$ cat src/ptca_pkg.sv
`timescale 1ns / 1ps

package ptca_pkg;

  localparam int unsigned EchoWidth   = 16;
  localparam int unsigned CmdWidth    = 8;
  localparam int unsigned DayWidth    = 5;
  localparam int unsigned HourWidth   = 5;
  localparam int unsigned MinuteWidth = 6;
  localparam int unsigned SecondWidth = 6;
  localparam int unsigned RecordWidth = 16;

  localparam int unsigned CountWidthDefault = 16;
  localparam logic [EchoWidth-1:0] MarginReset = 16'd580;

  localparam logic [CmdWidth-1:0] CmdStats     = 8'h30;
  localparam logic [CmdWidth-1:0] CmdSecurity  = 8'h31;
  localparam logic [CmdWidth-1:0] CmdCalibrate = 8'h32;
  localparam logic [CmdWidth-1:0] CmdClear     = 8'h34;
  localparam logic [CmdWidth-1:0] CmdAlarmOff  = 8'h35;
  localparam logic [CmdWidth-1:0] CmdDaily     = 8'h36;
  localparam logic [CmdWidth-1:0] CmdHourly    = 8'h37;
  localparam logic [CmdWidth-1:0] CmdMinute    = 8'h38;

  typedef enum logic [1:0] {
    KIND_RECORD = 2'd0,
    KIND_ALARM  = 2'd1,
    KIND_ACK    = 2'd2
  } kind_e;

  typedef enum logic [1:0] {
    IVL_DAY    = 2'd0,
    IVL_HOUR   = 2'd1,
    IVL_MINUTE = 2'd2
  } interval_e;

  typedef struct packed {
    logic [1:0]             result_kind;
    logic [RecordWidth-1:0] record_count;
    logic [DayWidth-1:0]    stamp_day;
    logic [HourWidth-1:0]   stamp_hour;
    logic [MinuteWidth-1:0] stamp_minute;
    logic [SecondWidth-1:0] stamp_second;
    logic [CmdWidth-1:0]    ack_code;
    logic                   buzzer_on;
    logic                   security_mode;
    logic [1:0]             interval_mode;
  } result_t;

endpackage

$ cat src/ptca_if.sv
`timescale 1ns / 1ps

interface ptca_in_if;
  logic                                  valid;
  logic                                  ready;
  logic                                  action;
  logic [ptca_pkg::EchoWidth-1:0]        echo_us;
  logic [ptca_pkg::CmdWidth-1:0]         cmd_byte;
  logic [ptca_pkg::DayWidth-1:0]         now_day;
  logic [ptca_pkg::HourWidth-1:0]        now_hour;
  logic [ptca_pkg::MinuteWidth-1:0]      now_minute;
  logic [ptca_pkg::SecondWidth-1:0]      now_second;

  modport source (
    output valid, action, echo_us, cmd_byte, now_day, now_hour, now_minute, now_second,
    input  ready
  );
  modport sink (
    input  valid, action, echo_us, cmd_byte, now_day, now_hour, now_minute, now_second,
    output ready
  );
endinterface

interface ptca_out_if;
  logic                                  valid;
  logic                                  ready;
  logic [1:0]                            result_kind;
  logic [ptca_pkg::RecordWidth-1:0]      record_count;
  logic [ptca_pkg::DayWidth-1:0]         stamp_day;
  logic [ptca_pkg::HourWidth-1:0]        stamp_hour;
  logic [ptca_pkg::MinuteWidth-1:0]      stamp_minute;
  logic [ptca_pkg::SecondWidth-1:0]      stamp_second;
  logic [ptca_pkg::CmdWidth-1:0]         ack_code;
  logic                                  buzzer_on;
  logic                                  security_mode;
  logic [1:0]                            interval_mode;

  modport source (
    output valid, result_kind, record_count, stamp_day, stamp_hour, stamp_minute,
           stamp_second, ack_code, buzzer_on, security_mode, interval_mode,
    input  ready
  );
  modport sink (
    input  valid, result_kind, record_count, stamp_day, stamp_hour, stamp_minute,
           stamp_second, ack_code, buzzer_on, security_mode, interval_mode,
    output ready
  );
endinterface

$ cat src/presence_traffic_counter_alarm_core.sv
`timescale 1ns / 1ps

// Presence traffic counter with alarm.
// item_i carries one item: a distance reading (echo width plus time of day)
// or a command byte. result_o carries at most one result per item: a traffic
// record, an alarm event or a command acknowledgement.
// cfg_we_i / cfg_wdata_i write the calibration margin in echo microseconds.
// Each item is handled in the cycle it is accepted; its result, if any, sits
// in the output register from the next cycle on.
// One item is accepted per cycle. item_i.ready is high while the output
// register is empty or its result is taken in the same cycle; while the
// receiver stalls a pending result, the result holds and input stalls.
// Items that cause no result update state only.
// Reset clears all state but the output data: statistics mode, per-minute
// intervals, threshold and count at zero, alarm off, margin back to 580.
module presence_traffic_counter_alarm_core #(
  parameter int unsigned COUNT_WIDTH = ptca_pkg::CountWidthDefault
) (
  input  logic                           clk_i,
  input  logic                           rst_ni,
  ptca_in_if.sink                        item_i,
  ptca_out_if.source                     result_o,
  input  logic                           cfg_we_i,
  input  logic [ptca_pkg::EchoWidth-1:0] cfg_wdata_i
);

  logic [ptca_pkg::EchoWidth-1:0]   margin_q;
  logic                             mode_q, mode_d;
  logic [1:0]                       interval_q, interval_d;
  logic [ptca_pkg::EchoWidth-1:0]   threshold_q, threshold_d;
  logic                             inside_q, inside_d;
  logic [COUNT_WIDTH-1:0]           count_q, count_d;
  logic [ptca_pkg::DayWidth-1:0]    ref_day_q, ref_day_d;
  logic [ptca_pkg::HourWidth-1:0]   ref_hour_q, ref_hour_d;
  logic [ptca_pkg::MinuteWidth-1:0] ref_minute_q, ref_minute_d;
  logic                             alarm_q, alarm_d;

  logic                             out_valid_q;
  ptca_pkg::result_t                out_q;
  ptca_pkg::result_t                res;
  logic                             emit;
  logic                             accept;
  logic                             near;
  logic                             changed;
  logic [31:0]                      count_ext;
  logic [COUNT_WIDTH-1:0]           count_base;

  assign item_i.ready = !out_valid_q || result_o.ready;
  assign accept       = item_i.valid && item_i.ready;
  assign near         = item_i.echo_us < threshold_q;
  assign count_ext    = 32'(count_q);

  always_comb begin
    mode_d       = mode_q;
    interval_d   = interval_q;
    threshold_d  = threshold_q;
    inside_d     = inside_q;
    count_d      = count_q;
    ref_day_d    = ref_day_q;
    ref_hour_d   = ref_hour_q;
    ref_minute_d = ref_minute_q;
    alarm_d      = alarm_q;
    emit         = 1'b0;
    changed      = 1'b0;
    count_base   = count_q;
    res          = '0;

    if (item_i.action) begin
      emit = 1'b1;
      res.result_kind = ptca_pkg::KIND_ACK;
      res.ack_code    = item_i.cmd_byte;
      unique case (item_i.cmd_byte)
        ptca_pkg::CmdStats:     mode_d = 1'b0;
        ptca_pkg::CmdSecurity:  mode_d = 1'b1;
        ptca_pkg::CmdCalibrate: begin
          threshold_d = (item_i.echo_us > margin_q) ? item_i.echo_us - margin_q : '0;
        end
        ptca_pkg::CmdClear:     count_d = '0;
        ptca_pkg::CmdAlarmOff:  alarm_d = 1'b0;
        ptca_pkg::CmdDaily:     interval_d = ptca_pkg::IVL_DAY;
        ptca_pkg::CmdHourly:    interval_d = ptca_pkg::IVL_HOUR;
        ptca_pkg::CmdMinute:    interval_d = ptca_pkg::IVL_MINUTE;
        default:                emit = 1'b0;
      endcase
    end else if (!alarm_q) begin
      res.stamp_day    = item_i.now_day;
      res.stamp_hour   = item_i.now_hour;
      res.stamp_minute = item_i.now_minute;
      res.stamp_second = item_i.now_second;
      if (mode_q) begin
        if (near) begin
          alarm_d         = 1'b1;
          emit            = 1'b1;
          res.result_kind = ptca_pkg::KIND_ALARM;
        end
      end else if (near) begin
        inside_d = 1'b1;
      end else if (inside_q) begin
        inside_d = 1'b0;
        unique case (interval_q)
          ptca_pkg::IVL_DAY:    changed = ref_day_q != item_i.now_day;
          ptca_pkg::IVL_HOUR:   changed = ref_hour_q != item_i.now_hour;
          ptca_pkg::IVL_MINUTE: changed = ref_minute_q != item_i.now_minute;
          default:              changed = 1'b0;
        endcase
        if (interval_q != 2'd3) begin
          if (changed) begin
            emit             = 1'b1;
            res.result_kind  = ptca_pkg::KIND_RECORD;
            res.record_count = (count_ext > 32'hFFFF) ? 16'hFFFF : count_ext[15:0];
            count_base       = '0;
            ref_day_d        = item_i.now_day;
            ref_hour_d       = item_i.now_hour;
            ref_minute_d     = item_i.now_minute;
          end
          count_d = (&count_base) ? count_base : count_base + 1'b1;
        end
      end
    end

    res.buzzer_on     = alarm_d;
    res.security_mode = mode_d;
    res.interval_mode = interval_d;
  end

  always_ff @(posedge clk_i or negedge rst_ni) begin
    if (!rst_ni) begin
      margin_q     <= ptca_pkg::MarginReset;
      mode_q       <= 1'b0;
      interval_q   <= ptca_pkg::IVL_MINUTE;
      threshold_q  <= '0;
      inside_q     <= 1'b0;
      count_q      <= '0;
      ref_day_q    <= '0;
      ref_hour_q   <= '0;
      ref_minute_q <= '0;
      alarm_q      <= 1'b0;
      out_valid_q  <= 1'b0;
    end else begin
      if (cfg_we_i) begin
        margin_q <= cfg_wdata_i;
      end
      if (accept) begin
        mode_q       <= mode_d;
        interval_q   <= interval_d;
        threshold_q  <= threshold_d;
        inside_q     <= inside_d;
        count_q      <= count_d;
        ref_day_q    <= ref_day_d;
        ref_hour_q   <= ref_hour_d;
        ref_minute_q <= ref_minute_d;
        alarm_q      <= alarm_d;
        out_valid_q  <= emit;
      end else if (result_o.ready) begin
        out_valid_q  <= 1'b0;
      end
    end
  end

  always_ff @(posedge clk_i) begin
    if (accept && emit) begin
      out_q <= res;
    end
  end

  assign result_o.valid         = out_valid_q;
  assign result_o.result_kind   = out_q.result_kind;
  assign result_o.record_count  = out_q.record_count;
  assign result_o.stamp_day     = out_q.stamp_day;
  assign result_o.stamp_hour    = out_q.stamp_hour;
  assign result_o.stamp_minute  = out_q.stamp_minute;
  assign result_o.stamp_second  = out_q.stamp_second;
  assign result_o.ack_code      = out_q.ack_code;
  assign result_o.buzzer_on     = out_q.buzzer_on;
  assign result_o.security_mode = out_q.security_mode;
  assign result_o.interval_mode = out_q.interval_mode;

endmodule
$ cat src/flat_wrapper.sv
// flat-port wrapper written by rule: the top's interface ports become plain ports
module presence_traffic_counter_alarm_core_flat 
#(
  parameter int unsigned COUNT_WIDTH = ptca_pkg::CountWidthDefault
)
  (clk_i, rst_ni, cfg_we_i, cfg_wdata_i, item_i_valid, item_i_action, item_i_echo_us, item_i_cmd_byte, item_i_now_day, item_i_now_hour, item_i_now_minute, item_i_now_second, item_i_ready, result_o_valid, result_o_result_kind, result_o_record_count, result_o_stamp_day, result_o_stamp_hour, result_o_stamp_minute, result_o_stamp_second, result_o_ack_code, result_o_buzzer_on, result_o_security_mode, result_o_interval_mode, result_o_ready);
  ptca_in_if item_i_i ();
  ptca_out_if result_o_i ();
  input  logic clk_i;
  input  logic rst_ni;
  input  logic cfg_we_i;
  input  logic [ptca_pkg::EchoWidth-1:0] cfg_wdata_i;
  input wire logic [$bits(item_i_i.valid)-1:0] item_i_valid;
  input wire logic [$bits(item_i_i.action)-1:0] item_i_action;
  input wire logic [$bits(item_i_i.echo_us)-1:0] item_i_echo_us;
  input wire logic [$bits(item_i_i.cmd_byte)-1:0] item_i_cmd_byte;
  input wire logic [$bits(item_i_i.now_day)-1:0] item_i_now_day;
  input wire logic [$bits(item_i_i.now_hour)-1:0] item_i_now_hour;
  input wire logic [$bits(item_i_i.now_minute)-1:0] item_i_now_minute;
  input wire logic [$bits(item_i_i.now_second)-1:0] item_i_now_second;
  output wire logic [$bits(item_i_i.ready)-1:0] item_i_ready;
  output wire logic [$bits(result_o_i.valid)-1:0] result_o_valid;
  output wire logic [$bits(result_o_i.result_kind)-1:0] result_o_result_kind;
  output wire logic [$bits(result_o_i.record_count)-1:0] result_o_record_count;
  output wire logic [$bits(result_o_i.stamp_day)-1:0] result_o_stamp_day;
  output wire logic [$bits(result_o_i.stamp_hour)-1:0] result_o_stamp_hour;
  output wire logic [$bits(result_o_i.stamp_minute)-1:0] result_o_stamp_minute;
  output wire logic [$bits(result_o_i.stamp_second)-1:0] result_o_stamp_second;
  output wire logic [$bits(result_o_i.ack_code)-1:0] result_o_ack_code;
  output wire logic [$bits(result_o_i.buzzer_on)-1:0] result_o_buzzer_on;
  output wire logic [$bits(result_o_i.security_mode)-1:0] result_o_security_mode;
  output wire logic [$bits(result_o_i.interval_mode)-1:0] result_o_interval_mode;
  input wire logic [$bits(result_o_i.ready)-1:0] result_o_ready;
  assign item_i_i.valid = item_i_valid;
  assign item_i_i.action = item_i_action;
  assign item_i_i.echo_us = item_i_echo_us;
  assign item_i_i.cmd_byte = item_i_cmd_byte;
  assign item_i_i.now_day = item_i_now_day;
  assign item_i_i.now_hour = item_i_now_hour;
  assign item_i_i.now_minute = item_i_now_minute;
  assign item_i_i.now_second = item_i_now_second;
  assign item_i_ready = item_i_i.ready;
  assign result_o_valid = result_o_i.valid;
  assign result_o_result_kind = result_o_i.result_kind;
  assign result_o_record_count = result_o_i.record_count;
  assign result_o_stamp_day = result_o_i.stamp_day;
  assign result_o_stamp_hour = result_o_i.stamp_hour;
  assign result_o_stamp_minute = result_o_i.stamp_minute;
  assign result_o_stamp_second = result_o_i.stamp_second;
  assign result_o_ack_code = result_o_i.ack_code;
  assign result_o_buzzer_on = result_o_i.buzzer_on;
  assign result_o_security_mode = result_o_i.security_mode;
  assign result_o_interval_mode = result_o_i.interval_mode;
  assign result_o_i.ready = result_o_ready;
  presence_traffic_counter_alarm_core #(.COUNT_WIDTH(COUNT_WIDTH)) u_core (.clk_i(clk_i), .rst_ni(rst_ni), .item_i(item_i_i), .result_o(result_o_i), .cfg_we_i(cfg_we_i), .cfg_wdata_i(cfg_wdata_i));
endmodule
$ cat config.mk
export PLATFORM = sky130hd
export DESIGN_NAME = presence_traffic_counter_alarm_core_flat
export DESIGN_NICKNAME = d
export VERILOG_FILES = /design/src/ptca_pkg.sv /design/src/ptca_if.sv /design/src/presence_traffic_counter_alarm_core.sv /design/src/flat_wrapper.sv
export SDC_FILE = /design/constraint.sdc
export NUM_CORES = 1
export LEC_CHECK = 0
export BUFFER_PORTS_ARGS = -buffer_cell sky130_fd_sc_hd__buf_2
export CORE_MARGIN = 2
export CORE_UTILIZATION = 40
export DETAILED_ROUTE_END_ITERATION = 12
export GPL_TIMING_DRIVEN = 0
export PLACE_DENSITY = 0.64
export SYNTH_ARGS = -nofsm -noshare
export SYNTH_HDL_FRONTEND = slang
export SYNTH_SLANG_ARGS = --single-unit
$ cat constraint.sdc
create_clock -name clk_i -period 4.95 [get_ports clk_i]
set_input_delay 0.99 -clock clk_i [delete_from_list [all_inputs] [get_ports clk_i]]
set_output_delay 0.99 -clock clk_i [all_outputs]
set_load 0.1 [all_outputs]
==> reports/metrics.sh <==
DESIGN_AREA_SQ_MM=0.00786
CTS_BUFFER_DEPTH=2
NUMBER_OF_STANDARD_CELLS_AFTER_SYNTHESIS=576
FIN_NETS=819
GRT_USE_TOTAL_PCT=18.2
YOSYSWARNINGS=0
ROOT_BUFFER='sky130_fd_sc_hd__clkbuf_16'
STATUS='finished clean'
SYNTH_CELL_TYPES=60
CORE_SQ_MM=0.0158
YS_SEQ_AREA_SHARE_PCT=51.9
MAPPEDNETLISTNETS=677
CTS.REPAIR_TIMING.SETUP_BUFFER_COUNT=0
PEAKVDDDROP_V=0.000227
CLOCK_INSERTION_DELAY_WORST_SKEW_PS=410
DRT_FIRST_PASS_ITERS=4
NUM_IO_PINS=122
PLACE.DETAILED.HPWL_UM=11000
POSTSYNTH.TOPFLOPCELL='sky130_fd_sc_hd__dfrtp_1'
GRT_PASS1_WL_UM=24100
ENDPOINT_ARRIVAL_TIME_ON_THE_CRITICAL_PATH_PS=4250
START_KIND='input port'
GLOBALPLACE.CONGESTION=0.898
SETUP.WORST_PATH.END_CLASS='register'
SYN2LAYOUT_AREA_GROWTH_PCT=23.1
SHARE_OF_FINAL_LAYOUT_STANDARD_CELLS_STRONGER_THAN_DRIVE_STRENGTH_1_PCT=25.6
CRITICAL_PATH_REQUIRED_PS=5240
FP.DIEW_UM=130
POSTROUTEANTENNANETS=0
DIEAREA_SQ_MM=0.0170
NUMBER_OF_ENABLE_FLIP_FLOP_CELLS_AFTER_SYNTHESIS=52
CRITPATHKIND='input port to register'
WORST_SETUP_SLACK_FINAL_PS=987
DRT_ITER0_MARKERS=179
ROW_COUNT=46
COUNT_OF_HOLD_FIX_BUFFERS_INSERTED_AT_CTS=0
YS_FF_LATCH=122
POSTSYNTH.ASYNCRESETSHARE_PCT=57.4
ANTENNA_FOUND_INITIAL=0
FLOORPLAN.INITIALDENSITY_PCT=40.5
PLACE_WS_PS=614
TIMING.SLEW.HEADROOM_PCT=44.3
HOLDCRITPATHCLASS='register to register'
GRT_OVERFLOW=0
CTS_TREE='done'
LEAKAGE_uW=0.00342
POST_SYNTH.CELL_AREA_AVG_SQ_UM=11.1
GRT_MAX_DEGREE=41
ROUTE.FINAL.WIRE_LENGTH_UM=14600
IO_BUFFERS=121
FINAL_MAX_SLEW_VIOL_COUNT=0
CLKSLEWWORSTSETUPHOLDPATHS_PS=60
MAXCAPVIOLATIONS=0
CELLPOWERDENSITY_mW_PER_MM2=392
FIN_UTIL_PCT=49.9
VIAS_PER_CELL=5.19
FIN_SKEW_PS=10.5
CLK_SINKS=122
DRC_ERRORS=0
CRIT_FANOUT=6
CELL_AREA_PLACED_SQ_MM=0.00731
TOTAL_INSERTED_ANTENNA_CELLS=0
FMAXACHIEVABLE_GHz=0.252
WL_PER_CELL_UM=15.5
RSZ0062_AT_GRT='no'
SYN-CELL-AREA_SQ_MM=0.00639
TIGHTEST_SLEW_PS=829
DIEHEIGHT_UM=130
VIA_COUNT=4915
FINAL-SETUP-VIOL-COUNT=0
GRT_PASS1_VIAS=5072
TIMING.FINAL.HOLD_VIOLATIONS=0
HTREEDEPTH=4
DESIGN_POWER_TOTAL_uW=3080
PERIOD_SHARE_PCT=80.1
POST_CTS_RESIZE_COUNT=0
NUMCTSBUFFERS=17
LAYOUT_MIN_CYCLE_TIME_PS=3960
[area by class of cell]
class | count | area, sq um
Timing Repair Buffer | 123 | 648
Tap cell | 216 | 270
Clock inverter | 10 | 95.1
Buffer | 16 | 75.1
Multi-Input combinational cell | 400 | 2860
Sequential cell | 122 | 3320
Inverter | 38 | 143
Clock buffer | 22 | 454
Fill cell | 1463 | 7910
[worst max-delay path, stage by stage]
cell and delay, ps:
sky130_fd_sc_hd__buf_2 120, sky130_fd_sc_hd__xor2_1 150, sky130_fd_sc_hd__nor4_1 370, sky130_fd_sc_hd__and3_1 270, sky130_fd_sc_hd__a221o_1 310, sky130_fd_sc_hd__and2_1 180
sky130_fd_sc_hd__ha_1 240, sky130_fd_sc_hd__and4_1 310, sky130_fd_sc_hd__nand3_1 140, sky130_fd_sc_hd__nor2_1 300, sky130_fd_sc_hd__nand2_1 190, sky130_fd_sc_hd__nor2_1 230
sky130_fd_sc_hd__nor3_1 120, sky130_fd_sc_hd__a221o_1 330
[Yosys cell counts, drive strengths merged, types with 4 or more instances]
cell type	count	share of area, %
nand3	16	1.3
nor3	8	0.63
buf	7	0.65
and3	9	0.88
a21o	7	0.82
mux2	19	3.9
xnor2	12	1.6
and2	55	5.4
a211oi	5	0.78
edfxtp	52	24
nor2b	5	0.49
ha	32	6.3
inv	38	2.2
nand2	47	2.9
nor2	10	0.59
a31oi	12	1.2
dfrtp	66	26
o31ai	4	0.47
and4	4	0.55
xor2	17	2.3
a22o	16	2.2
clkbuf	9	0.53
o21a	4	0.47
dfstp	4	1.6
nor4	5	0.49
o21ai	41	3.2
nand4	6	0.59
a21oi	28	2.2
[metrics by stage]
stage | TNS (ps) | hold WS (ps) | instances
after floorplan | 0 | 444 | 576
after global placement | -16870 | 468 | 913
after detailed placement | 0 | 484 | 915
after CTS | 0 | 497 | 947
after global routing | 0 | 517 | 947
final | 0 | 493 | 947
[placed cells by master, fill, tap and decap left out, drive strengths merged, types with 3 or more instances in the layout]
| cell | Yosys | layout |
|---|---|---|
| buf | 7 | 130 |
| dfrtp | 66 | 66 |
| and2 | 55 | 55 |
| edfxtp | 52 | 52 |
| nand2 | 47 | 47 |
| o21ai | 41 | 41 |
| inv | 38 | 39 |
| ha | 32 | 32 |
| clkbuf | 9 | 31 |
| a21oi | 28 | 28 |
| mux2 | 19 | 19 |
| xor2 | 17 | 17 |
| a22o | 16 | 16 |
| nand3 | 16 | 16 |
| a31oi | 12 | 12 |
| xnor2 | 12 | 12 |
| nor2 | 10 | 10 |
| and3 | 9 | 9 |
| nor3 | 8 | 8 |
| a21o | 7 | 7 |
| nand4 | 6 | 6 |
| nor2b | 5 | 5 |
| nor4 | 5 | 5 |
| a211oi | 5 | 5 |
| o31ai | 4 | 4 |
| and4 | 4 | 4 |
| o21a | 4 | 4 |
| clkinvlp | 0 | 4 |
| dfstp | 4 | 4 |
| clkinv | 0 | 4 |
| a21boi | 3 | 3 |
| a221o | 3 | 3 |
[layer usage]
| layer | share of wire [%] | wire, um | vias to the layer above | global-route usage, % |
|---|---|---|---|---|
| li1 | - | - | 2388 | - |
| met1 | 45 | 6650 | 2343 | 22.7 |
| met2 | 48 | 6970 | 163 | 30.8 |
| met3 | 5.1 | 742 | 21 | 3.65 |
| met4 | 1.9 | 278 | 0 | 8.14 |
| met5 | 0 | 0 | - | 0 |
[cell families (layout without fill, tap and decap cells)]
logic type	after synthesis	in the layout	share of synthesized area, %
AND/OR/NAND/NOR	178	178	15.3
AO/OA/AOI/OAI	141	141	14.8
flip-flops	122	122	51.9
buffers and inverters	54	209	3.41
adder cells (fa/ha/maj)	33	33	6.58
XOR/XNOR	29	29	3.98
multiplexers	19	19	3.94
[state kept, by name, indices dropped and copies added (netlist names)]
register	cells
u_core.count_q	16
u_core.margin_q	16
u_core.result_o.record_count	16
u_core.threshold_q	16
u_core.result_o.ack_code	8
u_core.ref_minute_q	6
u_core.result_o.stamp_minute	6
u_core.result_o.stamp_second	6
u_core.ref_day_q	5
u_core.ref_hour_q	5
u_core.result_o.stamp_day	5
u_core.result_o.stamp_hour	5
u_core.interval_q	2
u_core.result_o.interval_mode	2
u_core.result_o.result_kind	2
u_core.alarm_q	1
u_core.inside_q	1
u_core.mode_q	1
u_core.result_o.buzzer_on	1
u_core.result_o.security_mode	1
u_core.result_o.valid	1
[path summary, 6_finish.rpt]
kind / startpoint / end / slack (ps) / cells after the start
hold reg to reg: u_core.threshold_q[14]$_DFFE_PN0P_ / u_core.threshold_q[14]$_DFFE_PN0P_ / 490 / 1
setup / recovery: item_i_now_hour[0] / u_core.count_q[2]$_DFFE_PN0P_ / 990 / 14
min in group asynchronous: rst_ni / u_core.count_q[11]$_DFFE_PN0P_ / 510 / 1
max in group asynchronous: rst_ni / u_core.margin_q[6]$_DFFE_PN1P_ / 3800 / 2
hold / removal: u_core.threshold_q[14]$_DFFE_PN0P_ / u_core.threshold_q[14]$_DFFE_PN0P_ / 490 / 1
setup reg to reg: u_core.ref_hour_q[0]$_DFFE_PN0P_ / u_core.count_q[2]$_DFFE_PN0P_ / 1300 / 13
[where the power goes]
part / switching (uW) / leakage, uW / internal, uW
combinational: 413 / 0.00178 / 261
clock: 437 / 0.000254 / 702
sequential: 81.5 / 0.00139 / 1190
total: 932 / 0.00342 / 2150
Power figures use the tool's default switching activity.
